### config.mk
export PLATFORM = sky130hd
export DESIGN_NAME = joystick_calibrate_scale_direction_top_flat
export DESIGN_NICKNAME = d
export VERILOG_FILES = /design/src/hdl/jcsd_pkg.sv /design/src/hdl/jcsd_if.sv /design/src/hdl/jcsd_div.sv /design/src/hdl/joystick_calibrate_scale_direction_top.sv /design/src/flat_wrapper.sv
export SDC_FILE = /design/constraint.sdc
export NUM_CORES = 1
export LEC_CHECK = 0
export ABC_CLOCK_PERIOD_IN_PS = 20900
export BUFFER_PORTS_ARGS = -buffer_cell sky130_fd_sc_hd__buf_2
export CAP_MARGIN = 20
export CORE_UTILIZATION = 40
export CTS_CLUSTER_SIZE = 12
export DETAILED_ROUTE_END_ITERATION = 10
export GPL_TIMING_DRIVEN = 0
export HOLD_SLACK_MARGIN = 0.06
export PLACE_DENSITY = 0.59
export SLEW_MARGIN = 20
export SYNTH_ARGS = -nofsm -noshare
export SYNTH_HDL_FRONTEND = slang
export SYNTH_SLANG_ARGS = --single-unit
### constraint.sdc
create_clock -name clk -period 20.9 [get_ports clk]
set_input_delay 4.18 -clock clk [delete_from_list [all_inputs] [get_ports clk]]
set_output_delay 4.18 -clock clk [all_outputs]
set_load 0.03 [all_outputs]
### src/hdl/jcsd_pkg.sv
// jcsd_pkg: types, constants and the direction classifier shared by the
// joystick calibrate/scale/direction block. No dependencies.
`default_nettype none

package jcsd_pkg;

  localparam int unsigned CAL_SAMPLES_DEF = 10;
  localparam int unsigned SAMPLE_W        = 8;
  localparam int unsigned POS_W           = 8;
  localparam int unsigned SUM_W           = 12;
  localparam int unsigned CNT_W           = 4;
  localparam int unsigned BIAS_W          = 8;
  localparam int unsigned DVD_W           = 15;  // |d| * 100 fits here
  localparam int unsigned DVS_W           = 8;

  localparam int unsigned POS_LIM  = 100;
  localparam int unsigned BIAS_LIM = 120;

  typedef enum logic [2:0] {
    DIR_NEUTRAL = 3'd0,
    DIR_RIGHT   = 3'd1,
    DIR_LEFT    = 3'd2,
    DIR_UP      = 3'd3,
    DIR_DOWN    = 3'd4
  } dir_t;

  typedef enum logic [1:0] {
    ST_IDLE,
    ST_SETUP,
    ST_WAIT,
    ST_OUT
  } state_t;

  typedef struct packed {
    logic             start;
    logic [DVD_W-1:0] dividend;
    logic [DVS_W-1:0] divisor;
  } div_req_t;

  typedef struct packed {
    logic             done;
    logic [DVD_W-1:0] quotient;
  } div_rsp_t;

  // Direction from bias-corrected samples; a diagonal reads as neutral.
  function automatic dir_t classify(input logic [SAMPLE_W-1:0] xs,
                                    input logic signed [BIAS_W-1:0] bx,
                                    input logic [SAMPLE_W-1:0] ys,
                                    input logic signed [BIAS_W-1:0] by);
    logic signed [9:0] cx;
    logic signed [9:0] cy;
    dir_t              res;
    cx = $signed({2'b00, xs}) - $signed({{2{bx[BIAS_W-1]}}, bx});
    cy = $signed({2'b00, ys}) - $signed({{2{by[BIAS_W-1]}}, by});
    if (cy > 10'sd78 && cy < 10'sd178) begin
      if (cx > 10'sd178)     res = DIR_RIGHT;
      else if (cx < 10'sd78) res = DIR_LEFT;
      else                   res = DIR_NEUTRAL;
    end else if (cx > 10'sd78 && cx < 10'sd178) begin
      if (cy > 10'sd178) res = DIR_UP;
      else               res = DIR_DOWN;
    end else begin
      res = DIR_NEUTRAL;
    end
    return res;
  endfunction

endpackage

`default_nettype wire

### src/hdl/jcsd_if.sv
// jcsd_in_if / jcsd_out_if: valid/ready channels for sample and result words.
// Depends on jcsd_pkg for field widths.
`default_nettype none

interface jcsd_in_if;
  logic                              valid;
  logic                              ready;
  logic                              kind;
  logic [jcsd_pkg::SAMPLE_W-1:0]     x_sample;
  logic [jcsd_pkg::SAMPLE_W-1:0]     y_sample;

  modport source (output valid, kind, x_sample, y_sample, input ready);
  modport sink   (input valid, kind, x_sample, y_sample, output ready);
endinterface

interface jcsd_out_if;
  logic                              valid;
  logic                              ready;
  logic signed [jcsd_pkg::POS_W-1:0] x_position;
  logic signed [jcsd_pkg::POS_W-1:0] y_position;
  logic [2:0]                        direction;
  logic                              calibration_done;

  modport source (output valid, x_position, y_position, direction, calibration_done,
                  input ready);
  modport sink   (input valid, x_position, y_position, direction, calibration_done,
                  output ready);
endinterface

`default_nettype wire

### src/hdl/jcsd_div.sv
// jcsd_div: shared unsigned restoring divider, one quotient bit per cycle.
// Depends on jcsd_pkg (div_req_t, div_rsp_t).
`default_nettype none

module jcsd_div (
  input  wire logic               clk,
  input  wire logic               rst_n,
  input  wire jcsd_pkg::div_req_t req,
  output jcsd_pkg::div_rsp_t      rsp
);

  localparam int unsigned DVD_W = jcsd_pkg::DVD_W;
  localparam int unsigned DVS_W = jcsd_pkg::DVS_W;
  localparam int unsigned ITW   = $clog2(DVD_W);
  localparam logic [ITW-1:0] LAST = ITW'(DVD_W - 1);

  logic             busy_r, busy_nxt;
  logic             done_r, done_nxt;
  logic [ITW-1:0]   it_r, it_nxt;
  logic [DVS_W-1:0] rem_r, rem_nxt;
  logic [DVD_W-1:0] quo_r, quo_nxt;
  logic [DVS_W-1:0] dvs_r, dvs_nxt;

  logic [DVS_W:0]   trial;
  logic [DVS_W:0]   diff;
  logic             ge;

  always_comb begin
    trial    = {rem_r, quo_r[DVD_W-1]};
    diff     = trial - {1'b0, dvs_r};
    ge       = (trial >= {1'b0, dvs_r});
    busy_nxt = busy_r;
    done_nxt = 1'b0;
    it_nxt   = it_r;
    rem_nxt  = rem_r;
    quo_nxt  = quo_r;
    dvs_nxt  = dvs_r;
    if (req.start) begin
      busy_nxt = 1'b1;
      it_nxt   = '0;
      rem_nxt  = '0;
      quo_nxt  = req.dividend;
      dvs_nxt  = req.divisor;
    end else if (busy_r) begin
      rem_nxt = ge ? diff[DVS_W-1:0] : trial[DVS_W-1:0];
      quo_nxt = {quo_r[DVD_W-2:0], ge};
      it_nxt  = it_r + 1'b1;
      if (it_r == LAST) begin
        busy_nxt = 1'b0;
        done_nxt = 1'b1;
      end
    end
  end

  always_ff @(posedge clk) begin
    if (!rst_n) begin
      busy_r <= 1'b0;
      done_r <= 1'b0;
      it_r   <= '0;
    end else begin
      busy_r <= busy_nxt;
      done_r <= done_nxt;
      it_r   <= it_nxt;
    end
    rem_r <= rem_nxt;
    quo_r <= quo_nxt;
    dvs_r <= dvs_nxt;
  end

  assign rsp.done     = done_r;
  assign rsp.quotient = quo_r;

endmodule

`default_nettype wire

### src/hdl/joystick_calibrate_scale_direction_top.sv
// Joystick calibration, position scaling and direction classification.
// Depends on jcsd_pkg, jcsd_in_if/jcsd_out_if and jcsd_div.
//
//   channel   dir  handshake        word
//   in_if     in   valid/ready      kind, x_sample, y_sample
//   out_if    out  valid/ready      x_position, y_position, direction,
//                                   calibration_done
//
// A measurement word, or the calibration word that completes a run, takes
// two passes (one per axis) through the single restoring divider, which
// yields one quotient bit a cycle, before its result reaches the output
// register. Any other calibration word goes from accept straight to the
// output state, with no divider pass.
// Reset is synchronous and clears the sums, sample count, bias and sequencer.
// A finished result sits in the output register while the next word is taken;
// the sequencer holds only if a new result is ready before the old one left.
`default_nettype none

module joystick_calibrate_scale_direction_top #(
  parameter int unsigned CAL_SAMPLES = jcsd_pkg::CAL_SAMPLES_DEF
) (
  input  wire logic         clk,
  input  wire logic         rst_n,
  jcsd_in_if.sink           in_if,
  jcsd_out_if.source        out_if
);

  localparam int unsigned SAMPLE_W = jcsd_pkg::SAMPLE_W;
  localparam int unsigned POS_W    = jcsd_pkg::POS_W;
  localparam int unsigned SUM_W    = jcsd_pkg::SUM_W;
  localparam int unsigned CNT_W    = jcsd_pkg::CNT_W;
  localparam int unsigned BIAS_W   = jcsd_pkg::BIAS_W;
  localparam int unsigned DVD_W    = jcsd_pkg::DVD_W;
  localparam int unsigned DVS_W    = jcsd_pkg::DVS_W;

  jcsd_pkg::state_t state_r, state_nxt;
  logic                       axis_r, axis_nxt;     // 0 x, 1 y
  logic                       kind_r, kind_nxt;
  logic [SAMPLE_W-1:0]        xs_r, xs_nxt, ys_r, ys_nxt;
  jcsd_pkg::dir_t             dir_r, dir_nxt;
  logic                       cdone_r, cdone_nxt;
  logic                       sign_r, sign_nxt;
  logic signed [SUM_W-1:0]    sum_x_r, sum_x_nxt, sum_y_r, sum_y_nxt;
  logic [CNT_W-1:0]           cnt_r, cnt_nxt;
  logic signed [BIAS_W-1:0]   bias_x_r, bias_x_nxt, bias_y_r, bias_y_nxt;
  logic signed [POS_W-1:0]    pos_x_r, pos_x_nxt, pos_y_r, pos_y_nxt;

  logic                       ovalid_r, ovalid_nxt;
  logic signed [POS_W-1:0]    ox_r, ox_nxt, oy_r, oy_nxt;
  jcsd_pkg::dir_t             odir_r, odir_nxt;
  logic                       odone_r, odone_nxt;

  jcsd_pkg::div_req_t         div_req;
  jcsd_pkg::div_rsp_t         div_rsp;

  // operand setup
  logic [SAMPLE_W-1:0]        samp_sel;
  logic signed [BIAS_W-1:0]   bias_sel;
  logic signed [SUM_W-1:0]    sum_sel;
  logic signed [SUM_W-1:0]    sum_neg;
  logic [SUM_W-1:0]           sum_abs;
  logic signed [9:0]          d;
  logic signed [9:0]          d_neg;
  logic                       d_pos;
  logic [8:0]                 d_mag;
  logic [DVD_W-1:0]           prod;
  logic signed [8:0]          bias9;
  logic signed [8:0]          dvs9;
  logic [DVD_W-1:0]           op_dvd;
  logic [DVS_W-1:0]           op_dvs;
  logic                       op_neg;

  // accept path
  logic                       acc;
  logic signed [8:0]          cx_in, cy_in;
  logic [CNT_W:0]             cnt_inc;

  // result path
  logic [7:0]                 lim;
  logic [7:0]                 mag;
  logic [7:0]                 res;

  jcsd_div u_div (
    .clk   (clk),
    .rst_n (rst_n),
    .req   (div_req),
    .rsp   (div_rsp)
  );

  always_comb begin
    samp_sel = axis_r ? ys_r : xs_r;
    bias_sel = axis_r ? bias_y_r : bias_x_r;
    sum_sel  = axis_r ? sum_y_r : sum_x_r;
    sum_neg  = -sum_sel;
    sum_abs  = sum_sel[SUM_W-1] ? sum_neg : sum_sel;
    d        = $signed({2'b00, samp_sel}) - $signed({{2{bias_sel[BIAS_W-1]}}, bias_sel})
               - 10'sd128;
    d_neg    = -d;
    d_pos    = (d > 10'sd0);
    d_mag    = d_pos ? d[8:0] : d_neg[8:0];
    prod     = DVD_W'(d_mag) * DVD_W'(100);
    bias9    = {bias_sel[BIAS_W-1], bias_sel};
    dvs9     = d_pos ? (9'sd127 - bias9) : (9'sd126 + bias9);
    if (kind_r) begin
      op_dvd = prod;
      op_dvs = dvs9[DVS_W-1:0];
      op_neg = !d_pos;
    end else begin
      op_dvd = DVD_W'(sum_abs);
      op_dvs = DVS_W'(CAL_SAMPLES);
      op_neg = sum_sel[SUM_W-1];
    end
  end

  always_comb begin
    acc     = (state_r == jcsd_pkg::ST_IDLE) && in_if.valid;
    cx_in   = $signed({1'b0, in_if.x_sample}) - 9'sd128;
    cy_in   = $signed({1'b0, in_if.y_sample}) - 9'sd128;
    cnt_inc = {1'b0, cnt_r} + 1'b1;

    lim = kind_r ? 8'(jcsd_pkg::POS_LIM) : 8'(jcsd_pkg::BIAS_LIM);
    mag = (div_rsp.quotient > DVD_W'(lim)) ? lim : div_rsp.quotient[7:0];
    res = sign_r ? -mag : mag;

    state_nxt  = state_r;
    axis_nxt   = axis_r;
    kind_nxt   = kind_r;
    xs_nxt     = xs_r;
    ys_nxt     = ys_r;
    dir_nxt    = dir_r;
    cdone_nxt  = cdone_r;
    sign_nxt   = sign_r;
    sum_x_nxt  = sum_x_r;
    sum_y_nxt  = sum_y_r;
    cnt_nxt    = cnt_r;
    bias_x_nxt = bias_x_r;
    bias_y_nxt = bias_y_r;
    pos_x_nxt  = pos_x_r;
    pos_y_nxt  = pos_y_r;
    ovalid_nxt = ovalid_r && !out_if.ready;
    ox_nxt     = ox_r;
    oy_nxt     = oy_r;
    odir_nxt   = odir_r;
    odone_nxt  = odone_r;
    div_req.start    = 1'b0;
    div_req.dividend = op_dvd;
    div_req.divisor  = op_dvs;

    unique case (state_r)
      jcsd_pkg::ST_IDLE: begin
        if (acc) begin
          kind_nxt  = in_if.kind;
          xs_nxt    = in_if.x_sample;
          ys_nxt    = in_if.y_sample;
          dir_nxt   = jcsd_pkg::classify(in_if.x_sample, bias_x_r,
                                         in_if.y_sample, bias_y_r);
          axis_nxt  = 1'b0;
          cdone_nxt = 1'b0;
          pos_x_nxt = '0;
          pos_y_nxt = '0;
          if (in_if.kind) begin
            state_nxt = jcsd_pkg::ST_SETUP;
          end else begin
            sum_x_nxt = sum_x_r + SUM_W'(cx_in);
            sum_y_nxt = sum_y_r + SUM_W'(cy_in);
            if (cnt_inc >= (CNT_W+1)'(CAL_SAMPLES)) begin
              cnt_nxt   = '0;
              cdone_nxt = 1'b1;
              state_nxt = jcsd_pkg::ST_SETUP;
            end else begin
              cnt_nxt   = cnt_inc[CNT_W-1:0];
              state_nxt = jcsd_pkg::ST_OUT;
            end
          end
        end
      end
      jcsd_pkg::ST_SETUP: begin
        div_req.start = 1'b1;
        sign_nxt      = op_neg;
        state_nxt     = jcsd_pkg::ST_WAIT;
      end
      jcsd_pkg::ST_WAIT: begin
        if (div_rsp.done) begin
          if (kind_r) begin
            if (axis_r) pos_y_nxt = res;
            else        pos_x_nxt = res;
          end else begin
            if (axis_r) bias_y_nxt = res;
            else        bias_x_nxt = res;
          end
          if (axis_r) begin
            state_nxt = jcsd_pkg::ST_OUT;
          end else begin
            axis_nxt  = 1'b1;
            state_nxt = jcsd_pkg::ST_SETUP;
          end
        end
      end
      jcsd_pkg::ST_OUT: begin
        if (!ovalid_r || out_if.ready) begin
          ovalid_nxt = 1'b1;
          ox_nxt     = pos_x_r;
          oy_nxt     = pos_y_r;
          odir_nxt   = dir_r;
          odone_nxt  = cdone_r;
          if (cdone_r) begin
            sum_x_nxt = '0;
            sum_y_nxt = '0;
          end
          state_nxt = jcsd_pkg::ST_IDLE;
        end
      end
      default: state_nxt = jcsd_pkg::ST_IDLE;
    endcase
  end

  always_ff @(posedge clk) begin
    if (!rst_n) begin
      state_r <= jcsd_pkg::ST_IDLE;
    end else begin
      state_r <= state_nxt;
    end
  end

  always_ff @(posedge clk) begin
    if (!rst_n) begin
      ovalid_r <= 1'b0;
      sum_x_r  <= '0;
      sum_y_r  <= '0;
      cnt_r    <= '0;
      bias_x_r <= '0;
      bias_y_r <= '0;
    end else begin
      ovalid_r <= ovalid_nxt;
      sum_x_r  <= sum_x_nxt;
      sum_y_r  <= sum_y_nxt;
      cnt_r    <= cnt_nxt;
      bias_x_r <= bias_x_nxt;
      bias_y_r <= bias_y_nxt;
    end
    axis_r  <= axis_nxt;
    kind_r  <= kind_nxt;
    xs_r    <= xs_nxt;
    ys_r    <= ys_nxt;
    dir_r   <= dir_nxt;
    cdone_r <= cdone_nxt;
    sign_r  <= sign_nxt;
    pos_x_r <= pos_x_nxt;
    pos_y_r <= pos_y_nxt;
    ox_r    <= ox_nxt;
    oy_r    <= oy_nxt;
    odir_r  <= odir_nxt;
    odone_r <= odone_nxt;
  end

  assign in_if.ready             = (state_r == jcsd_pkg::ST_IDLE);
  assign out_if.valid            = ovalid_r;
  assign out_if.x_position       = ox_r;
  assign out_if.y_position       = oy_r;
  assign out_if.direction        = odir_r;
  assign out_if.calibration_done = odone_r;

  // one word in flight: after an accept the input side closes
  a_single_word: assert property (@(posedge clk) disable iff (!rst_n)
    in_if.valid && in_if.ready |=> !in_if.ready)
    else $error("input accepted while a word is in flight");

  a_bias_range: assert property (@(posedge clk) disable iff (!rst_n)
    bias_x_r >= -8'sd120 && bias_x_r <= 8'sd120 &&
    bias_y_r >= -8'sd120 && bias_y_r <= 8'sd120)
    else $error("bias outside clamp range");

  a_div_done_wait: assert property (@(posedge clk) disable iff (!rst_n)
    div_rsp.done |-> state_r == jcsd_pkg::ST_WAIT)
    else $error("divider finished outside wait state");

  a_cal_pos_zero: assert property (@(posedge clk) disable iff (!rst_n)
    out_if.valid && out_if.calibration_done |->
      out_if.x_position == '0 && out_if.y_position == '0)
    else $error("calibration result carries a position");

endmodule

`default_nettype wire

### src/flat_wrapper.sv
// flat-port wrapper written by rule: the top's interface ports become plain ports
module joystick_calibrate_scale_direction_top_flat 
#(
  parameter int unsigned CAL_SAMPLES = jcsd_pkg::CAL_SAMPLES_DEF
)
  (clk, rst_n, in_if_valid, in_if_kind, in_if_x_sample, in_if_y_sample, in_if_ready, out_if_valid, out_if_x_position, out_if_y_position, out_if_direction, out_if_calibration_done, out_if_ready);
  jcsd_in_if in_if_i ();
  jcsd_out_if out_if_i ();
  input  wire logic clk;
  input  wire logic rst_n;
  input wire logic [$bits(in_if_i.valid)-1:0] in_if_valid;
  input wire logic [$bits(in_if_i.kind)-1:0] in_if_kind;
  input wire logic [$bits(in_if_i.x_sample)-1:0] in_if_x_sample;
  input wire logic [$bits(in_if_i.y_sample)-1:0] in_if_y_sample;
  output wire logic [$bits(in_if_i.ready)-1:0] in_if_ready;
  output wire logic [$bits(out_if_i.valid)-1:0] out_if_valid;
  output wire logic [$bits(out_if_i.x_position)-1:0] out_if_x_position;
  output wire logic [$bits(out_if_i.y_position)-1:0] out_if_y_position;
  output wire logic [$bits(out_if_i.direction)-1:0] out_if_direction;
  output wire logic [$bits(out_if_i.calibration_done)-1:0] out_if_calibration_done;
  input wire logic [$bits(out_if_i.ready)-1:0] out_if_ready;
  assign in_if_i.valid = in_if_valid;
  assign in_if_i.kind = in_if_kind;
  assign in_if_i.x_sample = in_if_x_sample;
  assign in_if_i.y_sample = in_if_y_sample;
  assign in_if_ready = in_if_i.ready;
  assign out_if_valid = out_if_i.valid;
  assign out_if_x_position = out_if_i.x_position;
  assign out_if_y_position = out_if_i.y_position;
  assign out_if_direction = out_if_i.direction;
  assign out_if_calibration_done = out_if_i.calibration_done;
  assign out_if_i.ready = out_if_ready;
  joystick_calibrate_scale_direction_top #(.CAL_SAMPLES(CAL_SAMPLES)) u_core (.clk(clk), .rst_n(rst_n), .in_if(in_if_i), .out_if(out_if_i));
endmodule
==> impl_metrics.yaml, run 1 <==
logic_synthesis:
  synth_seq_cells: 143
  ys.flop_type: "edfxtp_1"
  synth_fp_nets: 1220
  yosysWarnings: 0
  synthesis.area_um2: 10200
  synth_edf_count: 82
  synth_area_per_cell_um2: 9.40
  syn_inst: 1085
  synth_cell_type_count: 85
  async_reset_ff_share_pct: 0
  ys_seq_area_share_pct: 36.1
pwr:
  ir_worst_vdd_mv: 0.0928
  power_leakage_nw: 4.51
  power_mw: 1.23
  pwr_density_cell_nw_per_um2: 108
setup_path:
  cp_slowest_stage_delay_ns: 0.54
  cp_common_cell: "ha_1"
  critPathLaunchType: "register"
  required_ns: 21.07
  critPathArrivalTime_ns: 8.15
  end_kind: "register"
  startpoint: "u_core.axis_r"
  r2r_start: "u_core.axis_r"
  critPathKind: "reg2reg"
  critPathSlowestCell: "fa_1"
  crit_fanout: 10
detailed_routing:
  ant_nets: 0
  vias_per_cell: 5.39
  vias: 8013
  wl_per_cell_um: 16.3
  drc: 0
  firstDrtPassIters: 5
  drt_iter0_markers: 419
  drt-total-wl_mm: 24.3
global_routing:
  grt_pass1_wl_mm: 38.9
  grt_max_degree: 23
  antenna_found_initial: 0
  grt-ovfl-total: 0
  grt_pass1_vias: 7492
  grt.total_usage_pct: 19.0
timing:
  fin_ws_ns: 12.93
  setup_violations: 0
  setup_tns_ns: 0
  period_needed_ns: 7.97
  finalHoldViolations: 0
  max_slew_margin_pct: 38.2
  rsz0062_at_grt: "false"
  drv_slew: 0
  fmax_ghz: 0.125
  post-route-period-util_pct: 38.2
  tightest_slew_ns: 0.926
  fin_skew_ns: 0.0108
cts:
  htree_num_levels: 4
  post_cts_buffers: 0
  cts_buffers: 17
  clockBufferDepth: 2
  cts-root-buf: "clkbuf_16"
  cts_tree: "done"
  clkTransAtPathRegs_ns: 0.07
  ctsHoldBuffers: 0
  clock-sinks: 143
  cts_resized: 0
  clock_latency_ns: 0.42
place:
  dp_hpwl_mm: 19.2
  gp_congestion: 0.851
  pre_cts_slack_ns: 13.03
  portBuffers: 41
  numPlacedInstances: 1456
die:
  ios: 43
  coreArea_um2: 25100
  row_count: 58
  fp.dieW_um: 162
  die_area_um2: 26100
  start_util_pct: 40.6
  fp.dieH_um: 162
status:
  status: "finished clean"
layout:
  diodes: 0
  drive_gt1_share_pct: 10.3
  area_growth_pct: 11.5
  fin_nets: 1280
  fin_util_pct: 45.3
  final_cells: 1488
hold_path:
  hold_path.class: "reg2reg"
  hp-start: "u_core.pos_x_r[3]"
job:
  drv_cap: 0
==> routing by layer <==
layer	GRT usage, %	part of all wire (%)
met1	25.6	48
met2	32.0	48
met3	2.86	3.0
met4	4.59	1.2
met5	0	0
==> power breakdown <==
group | internal, mW | leakage, nW | total, mW | switching, mW
Clock | 0.163 | 0.257 | 0.288 | 0.124
Combinational | 0.269 | 3.00 | 0.592 | 0.324
Sequential | 0.328 | 1.26 | 0.345 | 0.0177
==> cell families after synthesis <==
group	share of synthesized area [%]
DFF	36.1
muxes	4.83
and+or+nand+nor	16.7
xor gates and xnor gates	6.27
adders and majority gates	14.8
AOI/OAI and AO/OA	17.1
buffers and inverters	4.17
==> worst max-delay path: cells and delay by family, from the launching register on <==
kind / cells / cell delay [ns]
AO/OA/AOI/OAI: 7 / 1.75
XOR/XNOR: 2 / 0.45
adder cells (fa/ha/maj): 7 / 2.39
buffers and inverters: 8 / 1.93
flip-flops: 1 / 0.32
multiplexers: 1 / 0.41
AND/OR/NAND/NOR: 5 / 0.48
==> area by class of cell <==
cell class	instances	area, um2
fill	2498	13700
multi-input combinational	833	6100
sequential	143	3680
clock buffer	18	429
tap	330	413
inverter	69	259
timing repair buffer	41	205
buffer	40	166
clock inverter	14	116
==> Yosys cell counts (10+ instances only) <==
library cell / instances / area (um2)
xnor2_1: 37 / 324
a31oi_1: 10 / 62.6
and2_1: 18 / 113
clkbuf_1: 29 / 109
a21o_1: 14 / 105
xor2_1: 36 / 315
inv_1: 67 / 251
nor2b_1: 16 / 100
a22oi_1: 16 / 120
fa_1: 11 / 220
edfxtp_1: 82 / 2460
a21oi_1: 64 / 320
mux2_2: 14 / 158
nor2_1: 111 / 417
nand3_1: 19 / 95.1
ha_1: 103 / 1290
mux2i_1: 32 / 320
nor3_1: 29 / 145
a211oi_1: 17 / 128
o21ai_1: 10 / 50.1
nand2b_1: 13 / 81.3
o21ai_0: 46 / 230
nand2_1: 73 / 274
or3_1: 11 / 68.8
dfxtp_1: 61 / 1220
==> sequential cells by signal, summed over array words and instances, names as in the netlist, 2 cells and up <==
| register | flops |
|---|---|
| u_core.sum_x_r | 12 |
| u_core.dir_r | 3 |
| u_core.u_div.it_r | 4 |
| u_core.cnt_r | 4 |
| u_core.out_if.x_position | 8 |
| u_core.xs_r | 8 |
| u_core.sum_y_r | 12 |
| u_core.out_if.direction | 3 |
| u_core.u_div.quo_r | 15 |
| u_core.bias_x_r | 8 |
| u_core.u_div.dvs_r | 8 |
| u_core.pos_x_r | 8 |
| u_core.pos_y_r | 8 |
| u_core.state_r | 2 |
| u_core.bias_y_r | 8 |
| u_core.ys_r | 8 |
| u_core.u_div.rem_r | 8 |
| u_core.out_if.y_position | 8 |
==> through the flow <==
step                instance area (um2)  hold slack, ns
floorplan                         10200           0.400
global placement                  10800           0.401
detailed placement                10800           0.407
CTS                               11400           0.421
global route                      11400           0.426
finish                            11400           0.420
==> worst paths after layout <==
check / to / slack [ns] / depth (start not counted)
max: u_core.u_div.quo_r[14] / 12.93 / 30
min: u_core.out_if.x_position[3] / 0.42 / 0
max reg2reg: u_core.u_div.quo_r[14] / 12.93 / 30
min reg2reg: u_core.out_if.x_position[3] / 0.42 / 0
==> layout by cell type, fill, tap and decap left out, drive strengths merged, types with 16 or more instances in the layout <==
cell / synthesis / layout
xnor2: 37 / 37
and2: 18 / 18
a21oi: 67 / 67
clkbuf: 29 / 47
mux2i: 32 / 32
nand2: 73 / 73
xor2: 36 / 36
inv: 68 / 71
nor3: 31 / 31
buf: 11 / 52
dfxtp: 61 / 61
nand3: 19 / 19
a22oi: 16 / 16
a211oi: 21 / 21
nor2: 112 / 112
o21ai: 57 / 57
ha: 103 / 103
nor2b: 16 / 16
edfxtp: 82 / 82
No activity file was read; power rests on OpenSTA's default activity.
==> run 2, diff against run 1 <==
--- a/config.mk
+++ b/config.mk
@@ -5,7 +5,7 @@
 export SDC_FILE = /design/constraint.sdc
 export NUM_CORES = 1
 export LEC_CHECK = 0
-export ABC_CLOCK_PERIOD_IN_PS = 20900
+export ABC_CLOCK_PERIOD_IN_PS = 7300
 export BUFFER_PORTS_ARGS = -buffer_cell sky130_fd_sc_hd__buf_2
 export CAP_MARGIN = 20
 export CORE_UTILIZATION = 40
@@ -13,7 +13,7 @@
 export DETAILED_ROUTE_END_ITERATION = 10
 export GPL_TIMING_DRIVEN = 0
 export HOLD_SLACK_MARGIN = 0.06
-export PLACE_DENSITY = 0.59
+export PLACE_DENSITY = 0.61
 export SLEW_MARGIN = 20
 export SYNTH_ARGS = -nofsm -noshare
 export SYNTH_HDL_FRONTEND = slang
==> constraint.sdc (replaced) <==
create_clock -name clk -period 7.3 [get_ports clk]
set_input_delay 1.46 -clock clk [delete_from_list [all_inputs] [get_ports clk]]
set_output_delay 1.46 -clock clk [all_outputs]
set_load 0.03 [all_outputs]
==> impl_metrics.yaml, run 2 (same netlist as run 1, synthesis figures left out) <==
die:
  row_count: 58
  die_area_um2: 26100
  start_util_pct: 40.6
  fp.dieH_um: 162
  ios: 43
  fp.dieW_um: 162
  coreArea_um2: 25100
place:
  portBuffers: 41
  dp_hpwl_mm: 19.1
  pre_cts_slack_ns: -0.539
  gp_congestion: 0.846
  numPlacedInstances: 1456
cts:
  htree_num_levels: 4
  clockBufferDepth: 2
  cts_buffers: 17
  clock-sinks: 143
  clock_latency_ns: 0.43
  clkTransAtPathRegs_ns: 0.07
  ctsHoldBuffers: 0
  cts-root-buf: "clkbuf_16"
  cts_tree: "done"
pwr:
  pwr_density_cell_nw_per_um2: 307
  power_mw: 3.49
  ir_worst_vdd_mv: 0.238
  power_leakage_nw: 4.53
global_routing:
  antenna_found_initial: 0
  grt_pass1_wl_mm: 39.0
  grt-ovfl-total: 0
  grt_max_degree: 23
  grt_pass1_vias: 7568
  grt.total_usage_pct: 19.0
layout:
  drive_gt1_share_pct: 10.6
  final_cell_mix: "nor2_1 (111), ha_1 (103), edfxtp_1 (82), nand2_1 (73), inv_1 (67)"
  layout_commonest_cell: "nor2_1"
  area_growth_pct: 11.5
  final_cells: 1487
  fin_nets: 1279
  largest_register_ff_count: 15
  top_register: "u_core.u_div.quo_r"
  largestRegisters: "u_core.u_div.quo_r (15), u_core.sum_x_r (12), u_core.sum_y_r (12)"
  diodes: 0
setup_path:
  critPathLaunchType: "register"
  crit_fanout: 19
  critPathTopFamily: "adder cells"
  critPathSlowestCell: "fa_1"
  cp_slowest_stage_delay_ns: 0.53
  critPathArrivalTime_ns: 7.00
  end_kind: "register"
  worstReg2RegEnd: "u_core.u_div.quo_r[14]"
  cp_common_cell: "ha_1"
  r2r_start: "u_core.axis_r"
  reg2reg_depth: 28
  r2r_slack_ns: 0.48
  critPathKind: "reg2reg"
  cp_num_buf_inv: 6
  required_ns: 7.48
status:
  status: "finished clean"
timing:
  rsz0062_at_grt: "false"
  drv_slew: 0
  fmax_ghz: 0.147
  max_slew_margin_pct: 37.1
  period_needed_ns: 6.82
  fin_skew_ns: 0.0160
  finalHoldViolations: 0
  hold_ws_ns: 0.419
  tightest_slew_ns: 0.944
  setup_violations: 0
  fin_ws_ns: 0.480
  post-route-period-util_pct: 93.4
  setup_tns_ns: 0
detailed_routing:
  wl_per_cell_um: 16.3
  drt-total-wl_mm: 24.2
  drc: 0
  firstDrtPassIters: 5
  vias_per_cell: 5.39
  ant_nets: 0
  vias: 8009
  drt_iter0_markers: 462
job:
  drv_cap: 0
hold_path:
  hold_path.class: "reg2reg"
  hold_depth: 0
  hold_end: "u_core.out_if.direction[0]"
  hp-start: "u_core.dir_r[0]"
[run 2: area by class of cell]
cell class,instances,area [um2]
multi-input cells,833,6110
inverters,69,259
well taps,330,413
plain buffers,38,164
fillers,2506,13700
flip-flops and latches,143,3680
clock inverters,11,75.1
repair buffers,42,213
clock buffers,21,460
[run 2: report_power, final]
group          total, mW  switching, mW  internal (mW)
Combinational       1.69          0.924          0.767
Sequential         0.989         0.0511          0.938
Clock              0.811          0.356          0.456
Total               3.49           1.33           2.16
[run 2: worst register-to-register path, delay by kind of cell (launching register included)]
family	cells	cell delay [ns]
flip-flops	1	0.39
adder cells (fa/ha/maj)	7	2.38
XOR/XNOR	2	0.39
buffers and inverters	6	0.91
multiplexers	1	0.38
AO/OA/AOI/OAI	8	1.71
AND/OR/NAND/NOR	4	0.40
[run 2: per-layer routing]
layer | global-route usage [%] | vias to the layer above | share of wire [%]
met2 | 31.4 | 132 | 46
met3 | 2.60 | 35 | 3.1
met4 | 6.56 | 0 | 2.5
met1 | 25.4 | 3788 | 48
met5 | 0 | - | 0
li1 | - | 4054 | -
[run 2: repair_timing]
item / in CTS / in global routing
buffers inserted: 0 / 1
resized for setup: 4 / 0
endpoints found under the setup margin: 5 / 3
[run 2: how the worst max path moves through the flow]
stage / end / start / cells after the start / slack (ns)
2_1_floorplan: u_core.u_div.quo_r[14] / u_core.axis_r / 30 / 0.49
3_3_place_gp: u_core.u_div.quo_r[14] / u_core.axis_r / 30 / -0.51
3_5_place_dp: u_core.u_div.quo_r[14] / u_core.axis_r / 30 / -0.54
4_1_cts: u_core.u_div.quo_r[14] / u_core.axis_r / 29 / 0.04
5_1_grt: u_core.u_div.quo_r[14] / u_core.axis_r / 28 / 0.08
6_report: u_core.u_div.quo_r[14] / u_core.axis_r / 28 / 0.48
[run 2: metrics by stage]
| step | util, % | cell area (um2) |
|---|---|---|
| floorplan | - | 10200 |
| global placement | 43.1 | 10800 |
| detailed placement | 43.1 | 10800 |
| CTS | 45.3 | 11400 |
| global route | 45.3 | 11400 |
| finish | 45.3 | 11400 |
==> run 3, diff against run 2 <==
--- a/config.mk
+++ b/config.mk
@@ -8,12 +8,12 @@
 export ABC_CLOCK_PERIOD_IN_PS = 7300
 export BUFFER_PORTS_ARGS = -buffer_cell sky130_fd_sc_hd__buf_2
 export CAP_MARGIN = 20
-export CORE_UTILIZATION = 40
+export CORE_UTILIZATION = 24
 export CTS_CLUSTER_SIZE = 12
 export DETAILED_ROUTE_END_ITERATION = 10
 export GPL_TIMING_DRIVEN = 0
 export HOLD_SLACK_MARGIN = 0.06
-export PLACE_DENSITY = 0.61
+export PLACE_DENSITY = 0.42
 export SLEW_MARGIN = 20
 export SYNTH_ARGS = -nofsm -noshare
 export SYNTH_HDL_FRONTEND = slang
==> impl_metrics.yaml, run 3 (same netlist as run 1, synthesis figures left out) <==
status:
  status: "finished clean"
setup_path:
  cp_slowest_stage_delay_ns: 0.54
  critPathLaunchType: "register"
  r2r_slack_ns: 0.40
  crit_end: "u_core.u_div.quo_r[14]"
  crit_fanout: 10
  critPathSlowestCell: "fa_1"
  end_kind: "register"
  r2r_start: "u_core.axis_r"
  required_ns: 7.49
  worstReg2RegEnd: "u_core.u_div.quo_r[14]"
  critPathKind: "reg2reg"
  startpoint: "u_core.axis_r"
  reg2reg_depth: 29
  critPathArrivalTime_ns: 7.08
  cp_common_cell: "ha_1"
pwr:
  switching_share_pct: 37.6
  power_leakage_nw: 4.60
  seq_power_share_pct: 27.0
  share_comb_of_total_power_pct: 47.7
  pwr_density_cell_nw_per_um2: 311
  p_switching_mw: 1.38
  p_clk_share_pct: 25.3
  intPower_mw: 2.29
  ir_worst_vdd_mv: 0.271
cts:
  ctsHoldBuffers: 0
  clkTransAtPathRegs_ns: 0.07
  clock_latency_ns: 0.44
  cts_tree: "done"
  cts-root-buf: "clkbuf_16"
  clock-sinks: 143
  htree_num_levels: 4
  clockBufferDepth: 2
  cts_buffers: 17
detailed_routing:
  vias_per_cell: 4.67
  wl_per_cell_um: 16.3
  firstDrtPassIters: 5
  drt-total-wl_mm: 27.8
  drt_iter0_markers: 371
  vias: 7950
  ant_nets: 0
  drc: 0
timing:
  fin_skew_ns: 0.0124
  max_slew_margin_pct: 32.5
  post-route-period-util_pct: 94.5
  fin_ws_ns: 0.404
  finalHoldViolations: 0
  tightest_slew_ns: 1.01
  fmax_ghz: 0.145
  setup_tns_ns: 0
  setup_violations: 0
  period_needed_ns: 6.90
  drv_slew: 0
global_routing:
  grt_pass1_vias: 8092
  grt.total_usage_pct: 13.3
  grt-ovfl-total: 0
  antenna_found_initial: 0
  grt_pass1_wl_mm: 44.9
  grt_max_degree: 23
hold_path:
  hold_path.class: "reg2reg"
layout:
  multi_input_area_um2: 6120
  largestRegisters: "u_core.u_div.quo_r (15), u_core.sum_x_r (12), u_core.sum_y_r (12)"
  final_cells: 1702
  drive_gt1_share_pct: 11.3
  layout_commonest_cell: "nor2_1"
  fill_cells: 4411
  area_growth_pct: 15.6
  top_register: "u_core.u_div.quo_r"
  ff_latch_area_um2: 3680
  final_cell_mix: "nor2_1 (111), ha_1 (103), edfxtp_1 (82), nand2_1 (73), inv_1 (67)"
  final_area_um2: 11800
  largest_register_ff_count: 15
  diodes: 0
  fin_nets: 1285
place:
  dp_hpwl_mm: 22.0
  placedInstanceArea_um2: 11100
  portBuffers: 41
  numPlacedInstances: 1665
  gp_congestion: 0.795
  pre_cts_slack_ns: -0.716
job:
  drv_cap: 0
die:
  coreArea_um2: 41900
  fp.dieH_um: 208
  die_area_um2: 43300
  row_count: 75
  ios: 43
  fp.dieW_um: 208
  start_util_pct: 24.3
run 3: changes by cell type in the layout (fill, tap and decap cells not counted), sizes merged:
cell and change:
inv -7, buf +5, clkinv +3, bufinv +2, clkbuf +2, clkinvlp +1
run 3: final cells by class:
class,instances,area share (%)
clock inverter,10,1.06
multi-input combinational,833,51.9
timing repair buffer,47,2.15
clock buffer,22,4.21
sequential,143,31.2
inverter,69,2.20
buffer,39,1.49
tap,539,5.72
run 3: metal layers:
layer | wire, um | up-vias | share of wire (%) | GRT usage [%]
met1 | 13800 | 3797 | 50 | 17.9
li1 | - | 4072 | - | -
met2 | 13100 | 67 | 47 | 22.2
met4 | 287 | 0 | 1.0 | 3.12
met5 | 0 | - | 0 | 0
met3 | 601 | 14 | 2.2 | 2.35
run 3: critical path: cells and delay by family, from the launching register on:
kind / cells / cell delay, ns
simple gates: 5 / 0.90
buf+inv: 7 / 1.02
fa+ha+maj: 7 / 2.37
flops: 1 / 0.38
compound gates: 6 / 0.98
mux: 1 / 0.37
xor+xnor: 3 / 0.63
run 3: metrics by stage:
stage	power, mW	util, %	hold slack [ns]
floorplan	2.38	-	0.400
global placement	2.75	26.4	0.406
detailed placement	2.75	26.4	0.405
CTS	3.70	27.9	0.420
global route	4.01	28.1	0.427
finish	3.67	28.1	0.418
run 3: power groups by stage:
stage | Clock [mW] | Combinational [mW] | Sequential, mW
floorplan | 0 | 1.39 | 0.991
global placement | 0 | 1.74 | 1.01
detailed placement | 0 | 1.74 | 1.01
CTS | 0.950 | 1.76 | 0.990
global route | 0.979 | 2.03 | 0.998
finish | 0.927 | 1.75 | 0.990
run 3: worst min-delay path by stage:
stage                     slack [ns]              start  depth (start not counted)                     endpoint
after global placement          0.41    u_core.dir_r[2]                          0   u_core.out_if.direction[2]
after CTS                       0.42  u_core.pos_x_r[2]                          0  u_core.out_if.x_position[2]
after floorplan                 0.40    u_core.dir_r[0]                          0   u_core.out_if.direction[0]
after global routing            0.43    u_core.dir_r[0]                          0   u_core.out_if.direction[0]
final                           0.42  u_core.pos_x_r[2]                          0  u_core.out_if.x_position[2]
after detailed placement        0.40  u_core.pos_x_r[2]                          0  u_core.out_if.x_position[2]
run 3: timing repair:
item | in CTS | in global routing
setup buffers | 1 | 4
setup endpoints to repair | 6 | 5
pin swaps | 0 | 2
endpoints found under the hold margin | 0 | 0
resized for setup | 3 | 7
